### src/pafk_pkg.sv
// ============================================================================
// pafk_pkg: shared types and constants for the planar arm kinematics block
// Holds request codes, the CORDIC arctangent table and command and state types.
// ============================================================================
package pafk_pkg;

  localparam int unsigned NumLinksDefault    = 4;
  localparam int unsigned CordicItersDefault = 16;
  localparam int unsigned MaxLinks           = 6;
  localparam int unsigned NumRegs            = 7;
  localparam int unsigned RegStep            = 6;
  localparam logic [15:0] LenReset           = 16'd256;
  localparam logic [15:0] StepReset          = 16'd328;
  localparam logic [15:0] KGain              = 16'd39797;
  localparam logic signed [19:0] PosMax      = 20'sh7FFFF;
  localparam logic signed [19:0] PosMin      = -20'sh80000;

  typedef enum logic {
    REQ_SET    = 1'b0,
    REQ_ROTATE = 1'b1
  } req_e;

  typedef enum logic [1:0] {
    CMD_POSE = 2'd0,
    CMD_BAD  = 2'd1
  } cmd_e;

  // Command handed from the front to the back: pose walk or error report.
  typedef struct packed {
    cmd_e cmd;
  } cmd_t;

  typedef enum logic [2:0] {
    BK_IDLE,
    BK_LOAD,
    BK_ITER,
    BK_ROUND,
    BK_EMIT
  } bk_state_e;

  function automatic logic [31:0] atan_lut(input logic [4:0] i);
    logic [31:0] r;
    begin
      r = 32'd0;
      case (i)
        5'd0:  r = 32'd536870912;
        5'd1:  r = 32'd316933406;
        5'd2:  r = 32'd167458907;
        5'd3:  r = 32'd85004756;
        5'd4:  r = 32'd42667331;
        5'd5:  r = 32'd21354465;
        5'd6:  r = 32'd10679838;
        5'd7:  r = 32'd5340245;
        5'd8:  r = 32'd2670163;
        5'd9:  r = 32'd1335087;
        5'd10: r = 32'd667544;
        5'd11: r = 32'd333772;
        5'd12: r = 32'd166886;
        5'd13: r = 32'd83443;
        5'd14: r = 32'd41722;
        5'd15: r = 32'd20861;
        5'd16: r = 32'd10430;
        5'd17: r = 32'd5215;
        5'd18: r = 32'd2608;
        5'd19: r = 32'd1304;
        5'd20: r = 32'd652;
        5'd21: r = 32'd326;
        5'd22: r = 32'd163;
        5'd23: r = 32'd81;
        default: r = 32'd0;
      endcase
      return r;
    end
  endfunction

endpackage

### src/pafk_front.sv
// ============================================================================
// pafk_front: request decoder and angle state
// Classifies each transaction, updates staged and absolute angles and
// posts a command to the back end.
// ============================================================================
module pafk_front #(
  parameter int unsigned NumLinks = pafk_pkg::NumLinksDefault
) (
  input  logic        clk_i,
  input  logic        rst_ni,
  input  logic        push_i,
  output logic        full_o,
  input  logic        req_type_i,
  input  logic [2:0]  joint_index_i,
  input  logic [15:0] joint_angle_i,
  input  logic signed [1:0] rotate_dir_i,
  input  logic        set_last_i,
  input  logic [15:0] angle_step_i,
  input  logic        busy_i,
  output logic        cmd_valid_o,
  output pafk_pkg::cmd_t cmd_o,
  output logic [NumLinks*16-1:0] abs_angles_o
);

  logic [15:0] staged_q [NumLinks];
  logic [15:0] abs_q [NumLinks];
  logic        accept;
  logic [15:0] delta;
  logic [15:0] acc [NumLinks];
  logic        idx_ok;
  logic signed [17:0] prod;

  // The angle state must not move while the back end reads it.
  assign full_o = busy_i;
  assign accept = push_i && !busy_i;
  assign idx_ok = ({29'd0, joint_index_i} < NumLinks);
  assign prod   = $signed({2'b00, angle_step_i}) * rotate_dir_i;
  assign delta  = prod[15:0];

  always_comb begin
    for (int k = 0; k < NumLinks; k++) begin
      if (k == 0) acc[k] = ((joint_index_i == 3'(k)) ? joint_angle_i : staged_q[k]);
      else acc[k] = acc[k-1] + ((joint_index_i == 3'(k)) ? joint_angle_i : staged_q[k]);
    end
  end

  always_ff @(posedge clk_i or negedge rst_ni) begin
    if (!rst_ni) begin
      for (int k = 0; k < NumLinks; k++) begin
        staged_q[k] <= '0;
        abs_q[k] <= '0;
      end
      cmd_valid_o <= 1'b0;
      cmd_o.cmd   <= pafk_pkg::CMD_POSE;
    end else begin
      cmd_valid_o <= 1'b0;
      if (accept) begin
        if (req_type_i == pafk_pkg::REQ_SET) begin
          for (int k = 0; k < NumLinks; k++) begin
            if (joint_index_i == 3'(k)) staged_q[k] <= joint_angle_i;
          end
          if (set_last_i) begin
            for (int k = 0; k < NumLinks; k++) abs_q[k] <= acc[k];
            cmd_valid_o <= 1'b1;
            cmd_o.cmd   <= pafk_pkg::CMD_POSE;
          end
        end else begin
          cmd_valid_o <= 1'b1;
          if (idx_ok) begin
            for (int k = 0; k < NumLinks; k++) begin
              if (3'(k) >= joint_index_i) abs_q[k] <= abs_q[k] + delta;
            end
            cmd_o.cmd <= pafk_pkg::CMD_POSE;
          end else begin
            cmd_o.cmd <= pafk_pkg::CMD_BAD;
          end
        end
      end
    end
  end

  always_comb begin
    for (int k = 0; k < NumLinks; k++) abs_angles_o[k*16 +: 16] = abs_q[k];
  end

endmodule

### src/pafk_back.sv
// ============================================================================
// pafk_back: pose walker with a shared CORDIC and a result queue
// Walks the links one at a time, rotating each length by its angle and
// accumulating saturated base positions into a small output queue.
// ============================================================================
module pafk_back #(
  parameter int unsigned NumLinks    = pafk_pkg::NumLinksDefault,
  parameter int unsigned CordicIters = pafk_pkg::CordicItersDefault
) (
  input  logic        clk_i,
  input  logic        rst_ni,
  input  logic        cmd_valid_i,
  input  pafk_pkg::cmd_t cmd_i,
  input  logic [NumLinks*16-1:0] abs_angles_i,
  input  logic [pafk_pkg::MaxLinks*16-1:0] lens_i,
  output logic        busy_o,
  output logic        empty_o,
  input  logic        pop_i,
  output logic [2:0]  link_index_o,
  output logic signed [19:0] pos_x_o,
  output logic signed [19:0] pos_y_o,
  output logic [15:0] link_angle_o,
  output logic        status_o,
  output logic        last_o
);

  localparam int unsigned QDepth = 2;
  localparam int unsigned ItW    = $clog2(CordicIters + 1);

  pafk_pkg::bk_state_e state_q, state_d;

  logic [2:0]  link_q;
  logic [ItW-1:0] it_q;
  logic signed [47:0] x_q, y_q;
  logic signed [33:0] z_q;
  logic        flip_q;
  logic signed [19:0] px_q, py_q;
  logic signed [31:0] cx_q, sy_q;

  // Result queue, two entries.
  logic [60:0] q_mem [QDepth];
  logic        wp_q, rp_q;
  logic [1:0]  cnt_q;
  logic        q_push;
  logic [60:0] q_wdata;

  logic [15:0] ang, a_fold, len;
  logic        fold;
  logic signed [47:0] dx, dy;
  logic signed [33:0] at;
  logic signed [47:0] xr, yr;
  logic signed [31:0] cx, sy;
  logic signed [33:0] sx, sy2;
  logic signed [19:0] nx, ny;

  assign ang    = abs_angles_i[link_q*16 +: 16];
  assign len    = lens_i[link_q*16 +: 16];
  assign fold   = (ang[15:14] == 2'd1) || (ang[15:14] == 2'd2);
  assign a_fold = fold ? (ang ^ 16'h8000) : ang;
  assign dx     = y_q >>> it_q;
  assign dy     = x_q >>> it_q;
  assign at     = $signed({2'b00, pafk_pkg::atan_lut(5'(it_q))});
  assign xr     = (x_q + 48'sd32768) >>> 16;
  assign yr     = (y_q + 48'sd32768) >>> 16;
  assign cx     = flip_q ? -xr[31:0] : xr[31:0];
  assign sy     = flip_q ? -yr[31:0] : yr[31:0];
  assign sx     = {{14{px_q[19]}}, px_q} + {{2{cx_q[31]}}, cx_q};
  assign sy2    = {{14{py_q[19]}}, py_q} + {{2{sy_q[31]}}, sy_q};
  assign nx     = (sx > 34'sd524287) ? pafk_pkg::PosMax :
                  (sx < -34'sd524288) ? pafk_pkg::PosMin : sx[19:0];
  assign ny     = (sy2 > 34'sd524287) ? pafk_pkg::PosMax :
                  (sy2 < -34'sd524288) ? pafk_pkg::PosMin : sy2[19:0];

  always_comb begin
    state_d = state_q;
    q_push  = 1'b0;
    q_wdata = {link_q, px_q, py_q, ang, 1'b0,
               (link_q == 3'(NumLinks - 1))};
    unique case (state_q)
      pafk_pkg::BK_IDLE: begin
        if (cmd_valid_i) begin
          if (cmd_i.cmd == pafk_pkg::CMD_BAD) state_d = pafk_pkg::BK_EMIT;
          else state_d = pafk_pkg::BK_LOAD;
        end
      end
      pafk_pkg::BK_LOAD:  state_d = pafk_pkg::BK_ITER;
      pafk_pkg::BK_ITER:  if (it_q == ItW'(CordicIters - 1)) state_d = pafk_pkg::BK_ROUND;
      pafk_pkg::BK_ROUND: state_d = pafk_pkg::BK_EMIT;
      pafk_pkg::BK_EMIT: begin
        if (cnt_q != 2'(QDepth)) begin
          q_push = 1'b1;
          if (flip_q && link_q == 3'd7) begin
            q_wdata = {3'd0, 20'sd0, 20'sd0, 16'd0, 1'b1, 1'b1};
            state_d = pafk_pkg::BK_IDLE;
          end else if (link_q == 3'(NumLinks - 1)) begin
            state_d = pafk_pkg::BK_IDLE;
          end else begin
            state_d = pafk_pkg::BK_LOAD;
          end
        end
      end
      default: state_d = pafk_pkg::BK_IDLE;
    endcase
  end

  always_ff @(posedge clk_i or negedge rst_ni) begin
    if (!rst_ni) begin
      state_q <= pafk_pkg::BK_IDLE;
      link_q  <= '0;
      it_q    <= '0;
      flip_q  <= 1'b0;
      wp_q    <= 1'b0;
      rp_q    <= 1'b0;
      cnt_q   <= '0;
    end else begin
      state_q <= state_d;
      unique case (state_q)
        pafk_pkg::BK_IDLE: begin
          px_q <= '0;
          py_q <= '0;
          if (cmd_valid_i) begin
            // Link index 7 with flip marks the error report.
            link_q <= (cmd_i.cmd == pafk_pkg::CMD_BAD) ? 3'd7 : 3'd0;
            flip_q <= (cmd_i.cmd == pafk_pkg::CMD_BAD);
          end
        end
        pafk_pkg::BK_LOAD: begin
          it_q   <= '0;
          flip_q <= fold;
          x_q    <= $signed({32'd0, len}) * $signed({32'd0, pafk_pkg::KGain});
          y_q    <= '0;
          z_q    <= $signed({{2{a_fold[15]}}, a_fold, 16'd0});
        end
        pafk_pkg::BK_ITER: begin
          it_q <= it_q + 1'b1;
          if (!z_q[33]) begin
            x_q <= x_q - dx; y_q <= y_q + dy; z_q <= z_q - at;
          end else begin
            x_q <= x_q + dx; y_q <= y_q - dy; z_q <= z_q + at;
          end
        end
        pafk_pkg::BK_ROUND: begin
          cx_q <= cx;
          sy_q <= sy;
        end
        pafk_pkg::BK_EMIT: begin
          if (q_push && state_d == pafk_pkg::BK_LOAD) begin
            px_q   <= nx;
            py_q   <= ny;
            link_q <= link_q + 1'b1;
          end
        end
        default: ;
      endcase
      if (q_push) wp_q <= ~wp_q;
      if (pop_i && !empty_o) rp_q <= ~rp_q;
      cnt_q <= cnt_q + {1'b0, q_push} - {1'b0, (pop_i && !empty_o)};
    end
  end

  always_ff @(posedge clk_i) begin
    if (q_push) q_mem[wp_q] <= q_wdata;
  end

  assign busy_o  = (state_q != pafk_pkg::BK_IDLE) || cmd_valid_i;
  assign empty_o = (cnt_q == 2'd0);
  assign {link_index_o, pos_x_o, pos_y_o, link_angle_o, status_o, last_o} = q_mem[rp_q];

endmodule

### src/pafk_cfg.sv
// ============================================================================
// pafk_cfg: configuration register file
// Holds link lengths and the rotation step behind an APB-style port.
// ============================================================================
module pafk_cfg (
  input  logic        clk_i,
  input  logic        rst_ni,
  input  logic        psel,
  input  logic        penable,
  input  logic        pwrite,
  input  logic [4:0]  paddr,
  input  logic [31:0] pwdata,
  output logic [31:0] prdata,
  output logic        pready,
  output logic [pafk_pkg::MaxLinks*16-1:0] lens_o,
  output logic [15:0] step_o
);

  logic [15:0] regs_q [pafk_pkg::NumRegs];
  logic [2:0]  idx;

  assign idx    = paddr[4:2];
  assign pready = 1'b1;

  always_ff @(posedge clk_i or negedge rst_ni) begin
    if (!rst_ni) begin
      for (int i = 0; i < pafk_pkg::MaxLinks; i++) regs_q[i] <= pafk_pkg::LenReset;
      regs_q[pafk_pkg::RegStep] <= pafk_pkg::StepReset;
    end else if (psel && penable && pwrite && ({29'd0, idx} < pafk_pkg::NumRegs)) begin
      regs_q[idx] <= pwdata[15:0];
    end
  end

  always_comb begin
    prdata = '0;
    if ({29'd0, idx} < pafk_pkg::NumRegs) prdata = {16'd0, regs_q[idx]};
    for (int i = 0; i < pafk_pkg::MaxLinks; i++) lens_o[i*16 +: 16] = regs_q[i];
  end

  assign step_o = regs_q[pafk_pkg::RegStep];

endmodule

### src/planar_arm_forward_kinematics.sv
// ============================================================================
// planar_arm_forward_kinematics: forward kinematics of a planar serial arm
// Keeps joint angles and reports the base pose of every link after updates.
// ============================================================================
// Input transactions arrive on push/full: a set request stages one
// relative joint angle, and the set marked last recomputes all absolute
// angles; a rotate request turns a link and all links after it by the
// configured step. Results leave on empty/pop, one per link with its
// base x, y and absolute angle, the last one flagged. A rotate with a bad
// index gives a single result with status set.
// The front end updates the angle state and posts a command.
// The back end walks the links through one shared CORDIC: a load step,
// CordicIters iteration steps, a rounding step and an emit step per
// link. A set without the last flag starts no walk. full stays high
// while a walk runs.
// A two-entry result queue decouples the walk from the receiver: when the
// receiver stalls the walk holds in its emit cycle.
// Reset clears all angles to zero and loads the default lengths and step.
// ============================================================================
module planar_arm_forward_kinematics #(
  parameter int unsigned NumLinks    = pafk_pkg::NumLinksDefault,
  parameter int unsigned CordicIters = pafk_pkg::CordicItersDefault
) (
  input  logic        clk_i,
  input  logic        rst_ni,
  input  logic        push,
  output logic        full,
  input  logic        req_type_i,
  input  logic [2:0]  joint_index_i,
  input  logic [15:0] joint_angle_i,
  input  logic signed [1:0] rotate_dir_i,
  input  logic        set_last_i,
  output logic        empty,
  input  logic        pop,
  output logic [2:0]  link_index_o,
  output logic signed [19:0] pos_x_o,
  output logic signed [19:0] pos_y_o,
  output logic [15:0] link_angle_o,
  output logic        status_o,
  output logic        last_o,
  input  logic        psel,
  input  logic        penable,
  input  logic        pwrite,
  input  logic [4:0]  paddr,
  input  logic [31:0] pwdata,
  output logic [31:0] prdata,
  output logic        pready
);

  logic [pafk_pkg::MaxLinks*16-1:0] lens;
  logic [15:0] step;
  logic        busy;
  logic        cmd_valid;
  pafk_pkg::cmd_t cmd;
  logic [NumLinks*16-1:0] abs_angles;

  pafk_cfg u_cfg (
    .clk_i, .rst_ni, .psel, .penable, .pwrite, .paddr, .pwdata, .prdata, .pready,
    .lens_o(lens), .step_o(step)
  );

  pafk_front #(.NumLinks(NumLinks)) u_front (
    .clk_i, .rst_ni, .push_i(push), .full_o(full), .req_type_i, .joint_index_i,
    .joint_angle_i, .rotate_dir_i, .set_last_i, .angle_step_i(step),
    .busy_i(busy), .cmd_valid_o(cmd_valid), .cmd_o(cmd), .abs_angles_o(abs_angles)
  );

  pafk_back #(.NumLinks(NumLinks), .CordicIters(CordicIters)) u_back (
    .clk_i, .rst_ni, .cmd_valid_i(cmd_valid), .cmd_i(cmd), .abs_angles_i(abs_angles),
    .lens_i(lens), .busy_o(busy), .empty_o(empty), .pop_i(pop),
    .link_index_o, .pos_x_o, .pos_y_o, .link_angle_o, .status_o, .last_o
  );

  // A command is posted only for an accepted transaction.
  assert property (@(posedge clk_i) disable iff (!rst_ni)
    cmd_valid |-> $past(push && !full))
    else $error("command without accepted transaction");

  // An error report is always a single final result.
  assert property (@(posedge clk_i) disable iff (!rst_ni)
    (!empty && status_o) |-> last_o)
    else $error("error result not marked last");

  // The front end is closed while it posts a command.
  assert property (@(posedge clk_i) disable iff (!rst_ni)
    cmd_valid |-> full)
    else $error("input open while command pending");

endmodule

### config.mk
export PLATFORM = sky130hd
export DESIGN_NAME = planar_arm_forward_kinematics
export DESIGN_NICKNAME = d
export VERILOG_FILES = /design/src/pafk_pkg.sv /design/src/pafk_front.sv /design/src/pafk_back.sv /design/src/pafk_cfg.sv /design/src/planar_arm_forward_kinematics.sv
export SDC_FILE = /design/constraint.sdc
export NUM_CORES = 2
export LEC_CHECK = 0
export ABC_AREA = 1
export BUFFER_PORTS_ARGS = -buffer_cell sky130_fd_sc_hd__buf_2
export CORE_MARGIN = 10
export CORE_UTILIZATION = 35
export CTS_BUF_LIST = sky130_fd_sc_hd__clkbuf_8
export CTS_CLUSTER_DIAMETER = 30
export CTS_CLUSTER_SIZE = 24
export DETAILED_ROUTE_END_ITERATION = 8
export PLACE_DENSITY = 0.49
export SETUP_SLACK_MARGIN = 0.4
export SLEW_MARGIN = 25
export SYNTH_ARGS = -nofsm -noshare
export SYNTH_HDL_FRONTEND = slang
export SYNTH_SLANG_ARGS = --single-unit
### constraint.sdc
create_clock -name clk_i -period 16.5 [get_ports clk_i]
set_clock_uncertainty 0.2 [all_clocks]
set_input_delay 4.125 -clock clk_i [delete_from_list [all_inputs] [get_ports clk_i]]
set_output_delay 4.125 -clock clk_i [all_outputs]
set_load 0.01 [all_outputs]
* Yosys cells after proc, flatten, opt, wreduce, memory -nomap -nowiden *
Memory sizes are Yosys's and may differ from the RTL's.
Cells that the tools add are included.

word-level totals
  bits in registers = 493
  latch bits = 0
  bits in writable memories = 122
  bits in read-only memories = 960
  output and inout bits = 96
  logic and storage cells = 194
  memories = 2

operators by class
  add/sub/neg operators = 23
  $mul = 2
  div/mod/pow operators = 0
  $lt $le $gt $ge = 12
  equality and inequality tests = 22
  shift operators = 4
  mux-type cells = 62
  bitwise logic cells = 5
  reduce and logical (&&, ||, !) cells = 31

memories
  name              depth  bits a word  rd ports  clocked after memory_dff  wr ports  RTL line         source
  (name not given)  32     30           1         0                         0         pafk_pkg.sv:45   case (i)
  u_back.q_mem      2      61           1         0                         1         pafk_back.sv:41  logic [60:0] q_mem [QDepth];

operator list
  operator                                                                            count
  16-bit two-way mux                                                                  13
  64-bit two-way mux                                                                  3
  48-bit one-hot mux with 2 select lines                                              2
  61-bit two-way mux                                                                  3
  20-bit two-way mux                                                                  6
  16-bit adder                                                                        7
  112-bit bitwise mux                                                                 1
  48-bit by 17-bit adder with 48-bit output (second input constant)                   2
  48-bit adder                                                                        2
  48-bit two-way mux                                                                  2
  96-bit by 8-bit indexed part select with 16-bit output                              1
  48-bit by 5-bit >>> shifter with 48-bit output                                      2
  48-bit subtractor                                                                   2
  20-bit one-hot mux with 2 select lines                                              2
  34-bit by 20-bit greater-than comparator with 1-bit output (second input constant)  2
  34-bit by 20-bit less-than comparator with 1-bit output (second input constant)     2
  34-bit one-hot mux with 2 select lines                                              1
  20-bit by 32-bit adder with 33-bit output                                           2
  32-bit two-way mux                                                                  2
  32-bit negator                                                                      2
  64-bit by 8-bit indexed part select with 16-bit output                              1
  16-bit binary-select mux with 3-bit select                                          1
  16-bit demux with 3-bit select                                                      1
  34-bit by 33-bit adder with 34-bit output                                           1
  40 further kinds                                                                    98

* Longest topological paths before layout *
  depth in word-level cells = 9
  gate-level depth with buffers = 37
  gate-level depth less buffers = 35

* By module *
From an unflattened synthesis, not the netlist that was laid out.

second synthesis, totals
  cell total of the unflattened synthesis = 9251
  area, all modules = 62546.2 um^2

modules (own cells, without submodules)
  module      instances  cells each  area an instance (um^2)  sequential area each (um^2)
  pafk_back   1          6727        44799.2                  11090.6
  pafk_front  1          1703        11751.3                  3253.1
  pafk_cfg    1          821         5995.8                   2813.9

* Worst setup path before layout *
OpenSTA, ideal clock, no wires.

  kind = input to register
  start = input port rst_ni
  end = register u_back.x_q[0] (enable)
  setup time = 662 ps
  arrival time = 10443 ps
  data required time = 15638 ps
  slack = 5195 ps
  stages = 2
  cell sequence = inv_1 > a21oi_1

on the way
  cells in the longest elaborated chain, start to end = 1

RTL lines
  element                        RTL line                             source
  start, declared                planar_arm_forward_kinematics.sv:25  input logic rst_ni,
  2-bit AND reduction (no line)  --
  end signal, assigned           pafk_back.sv:130                     x_q <= $signed({32'd0, len}) * $signed({32'd0, pafk_pkg::KGain});
  end signal, assigned           pafk_back.sv:137                     x_q <= x_q - dx; y_q <= y_q + dy; z_q <= z_q - at;
  end signal, assigned           pafk_back.sv:139                     x_q <= x_q + dx; y_q <= y_q - dy; z_q <= z_q + at;
  end, declared                  pafk_back.sv:34                      logic signed [47:0] x_q, y_q;

Every way passes these cells.
A chain may end at the register's enable or synchronous reset.

* Worst setup path in the final report *
  start = input port paddr[2]
  end = output port prdata[0]

on the way
  cells in the longest elaborated chain, start to end = 5
  elaborated cells on any way between the ends = 6

RTL lines
  element                                                 RTL line                             source
  start, declared                                         planar_arm_forward_kinematics.sv:44  input logic [4:0] paddr,
  3-bit inverter with 4-bit output (not written as such)  pafk_cfg.sv:36                       if ({29'd0, idx} < pafk_pkg::NumRegs) prdata = {16'd0, regs_q[idx]};
  16-bit binary-select mux with 3-bit select              pafk_cfg.sv:36
  16-bit two-way mux (not written as such) (2 in a row)   pafk_cfg.sv:36
  16-bit two-way mux *                                    pafk_cfg.sv:36
  end, declared                                           planar_arm_forward_kinematics.sv:46  output logic [31:0] prdata,

Every way passes the cells marked *; elsewhere a longest branch is shown, timed or not. The select of a mux whose other input is x is not followed.

==> summary.md <==
| Metric | Value |
|---|---|
| Status | complete, no violations |
| GRT Total Usage | 0.221 |
| Critical path class | in -> out |
| Largest net degree at the start of global routing | 97 |
| Primary FF master, synth | edfxtp_1 |
| Mux contribution to synthesized area | 0.00806 |
| Largest family of logic cells by synthesized area | simple AND/OR/NAND/NOR gates |
| Reg clk slew, reported paths | around 0.05 ns |
| CTS max path bufs | 3 |
| RSZ-0062 raised after global routing | false |
| H-tree Lvls | 4 |
| Top post-synthesis cells by count | nand2_1, inv_1, nor2_1, o21ai_0, nand3_1 |
| Die Area | between 0.15 and 0.2 sq mm |
| WL final | 218,000 microns |
| Clk_lat worst skew | 0.95 ns |
| Post-Syn Area | 0.0613 sq mm |
| Slew headroom | 0.285 |
| Vias per cell | 5.17 |
| Util after Layout | 0.393 |
| Syn Area/Cell | 6.89 sq um |
| Placement Rows | 153 |
| Port Buf Inserts | between 100 and 150 |
| First-pass GRT wire length | 337,000 microns |
| Dominant cells by area after synthesis | edfxtp_1, nand2_1, dfrtp_1, ha_1, inv_1 |
| Endpoints failing setup | 0 |
| Initial antenna violation count | 8 |
| Filler cells | 18,600 |
| Nets | 9,648 |
| Count of cell types in the netlist | 69 |
| FF+latch count, synth | just over 600 |
| Die extent in y | 438 microns |
| Hold Buf Count CTS | 0 |
| Root Buffer | clkbuf_8 |
| Worst path arrival time | 6.67 ns |
| Vias | 59,400 |
| Most common cell in the synthesized netlist | nand2_1 |
| Cell family with most CP delay | buffers and inverters |
| Yosys warns | 0 |
| Antenna Nets Post-Route | 0 |
| Number of global-route vias before repair | 57,200 |
| Mapped Cells | 8,899 |
| Hold crit path type | reg -> reg |
| Clock Sinks | between 600 and 700 |
| I/O pin count | between 150 and 200 |
| Final worst slack | about 5.5 ns |
| Hold Crit Depth | 2 |
| Die X | 438 microns |
| Synth Area in XOR/XNOR | 0.0511 |
| Sum Neg Setup Slack | 0 ns |
| Crit path buf inv count | 5 |
| Critical Path Start Type | input pin |
| Part of the cycle the worst path needs | 0.666 |
| Drt drc | 0 |
| Pre-CTS setup slack | 5.58 ns |
| Post-CTS Setup Inserts | 0 |
| Starting Density | 0.352 |
| Fmax achieved | 0.0909 GHz |
| Synthesized-area fraction occupied by adder cells | 0.133 |
| Iter 0 DRT Violations | 4,960 |
| CP Cell Sequence | buf_2 > inv_1 > nor2_1 > buf_4 > clkinv_1 > o2111ai_1 > buf_2 |
| Cells after DPL | between 10,000 and 15,000 |
| Fraction of post-synthesis cell area in the top cell type by area | 0.174 |
| Sequential share of the synthesized area | 0.280 |
| Hold Vio Cnt, Final | 0 |
| WP data required | 12.18 ns |
| CTS buffer count | 194 |
| Total of max-cap violations | 0 |
| HPWL after DPL | 170,000 microns |
| Minimum clock period | 11.00 ns |
| CP peak stage delay | between 0.8 and 0.9 ns |
| Critical Path Stages | 7 |
| Max FO, Critical Path | 10 |
| Post-Layout Cell Count | around 11,000 |
| Synth area leader | edfxtp_1 |
| Synth Area in Simple Gates | 0.286 |
| Async set or reset register ratio after synthesis | 0.420 |
| Worst Reg-to-Reg Cells | 29 |
| Cell mode on critical path | buf_2 |
| Final Max Slew Viols | 0 |
| Complex-gate fraction of the synthesized area | 0.155 |
| Area added between synthesis and finish | 11.5% |
| Core area | between 0.15 and 0.2 sq mm |
| CTS tree | built |
| Actual slew at the worst max-slew pin | 1.07 ns |
| Critical path endpoint category | output pin |
| Fraction of layout cells with a size suffix above 1 | 0.0732 |
| Critical path's slowest cell | o2111ai_1 |
| Wirelength per Cell | between 15 and 20 microns |
| DRT Pass-1 Iters | 6 |
| Routability cong. | 0.929 |
| GRT overflow | 0 |
| Post-CTS sizing | 0 |
| Post-synth EDFFs | between 300 and 400 |
## worst register-to-register path: cells and delay by family, from the launching register on
family,cells,cell delay (ns)
fa+ha+maj,7,3.44
simple gates,4,0.33
compound gates,11,2.44
buf+inv,7,1.42
flops,1,0.66
## final cells by class
class,instances,area [sq um],share of cell area
Antenna cell,4,10.0,0.000146
Multi-Input combinational cell,6948,38900,0.569
Tap cell,2325,2910,0.0426
Inverter,1052,3960,0.0579
Clock buffer,220,3030,0.0443
Timing Repair Buffer,191,1130,0.0165
Sequential cell,614,17200,0.251
Clock inverter,137,1230,0.0180
## cell usage in the layout (no fill, tap or decap), drive strengths merged, types with 10 or more instances in the layout
master    netlist  layout
nand2        2434    2434
a32oi          14      14
buf           131     190
clkinv          7      70
nor4           20      20
inv          1045    1087
nand4          86      86
fa            116     116
o21bai         28      28
xnor2         104     104
edfxtp        356     356
o22ai          29      29
mux2           43      43
a21oi         615     615
nor3           87      87
o211ai         41      41
o21a           37      37
a31oi          68      68
or2            26      26
ha            464     464
bufinv          0      20
nand3b         19      19
a221oi         20      20
a21o           29      29
dfrtp         249     249
o2111ai        12      12
nand3         703     703
conb            2      17
xor2          249     249
a211oi         10      10
o21ai         793     793
clkbuf        169     221
nor2          831     831
clkinvlp        0      12
## state kept, by name, indices dropped and copies added (netlist names), 2 cells and up
signal,count
u_back.cnt_q,2
u_back.cx_q,32
u_back.it_q,5
u_back.link_q,3
u_back.px_q,20
u_back.py_q,20
u_back.q_mem,122
u_back.state_q,3
u_back.sy_q,32
u_back.x_q,48
u_back.y_q,48
u_back.z_q,34
u_cfg.lens_o,96
u_cfg.step_o,16
u_front.abs_angles_o,64
u_front.staged_q,64
## path summary, 6_finish.rpt
kind / startpoint / to / slack [ns]
max: paddr[2] / prdata[0] / 5.50
min: u_cfg.lens_o[25] / u_cfg.lens_o[25] / 0.28
max reg2reg: u_back.link_q[0] / u_back.x_q[27] / 7.74
min reg2reg: u_cfg.lens_o[25] / u_cfg.lens_o[25] / 0.28
max in group asynchronous: rst_ni / u_cfg.lens_o[70] / 11.16
min in group asynchronous: rst_ni / u_front.staged_q[15] / 2.90
## metal layers
metal | global-route usage | part of all wire | vias to the layer above
li1 | - | - | 29900
met1 | 0.293 | 0.45 | 27700
met2 | 0.372 | 0.47 | 1567
met3 | 0.0291 | 0.046 | 321
met4 | 0.0636 | 0.028 | 0
met5 | 0 | 0 | -
## through the flow
step / hold slack (ns) / area, sq um
2_1_floorplan: 0.253 / 61300
4_1_cts: 0.286 / 68300
6_report: 0.283 / 68300
3_5_place_dp: 0.274 / 64100
5_1_grt: 0.317 / 68300
3_3_place_gp: 0.268 / 64100
## kinds of logic after synthesis
family          count (synthesis)
flops                         614
mux                            44
fa+ha+maj                     580
buf+inv                      1352
simple gates                 4220
compound gates               1734
xor+xnor                      353
other cells                     2
Power is left out: the tool's default activity adds up to more than one toggle a clock period on the data nets, which glitch-free logic cannot reach.
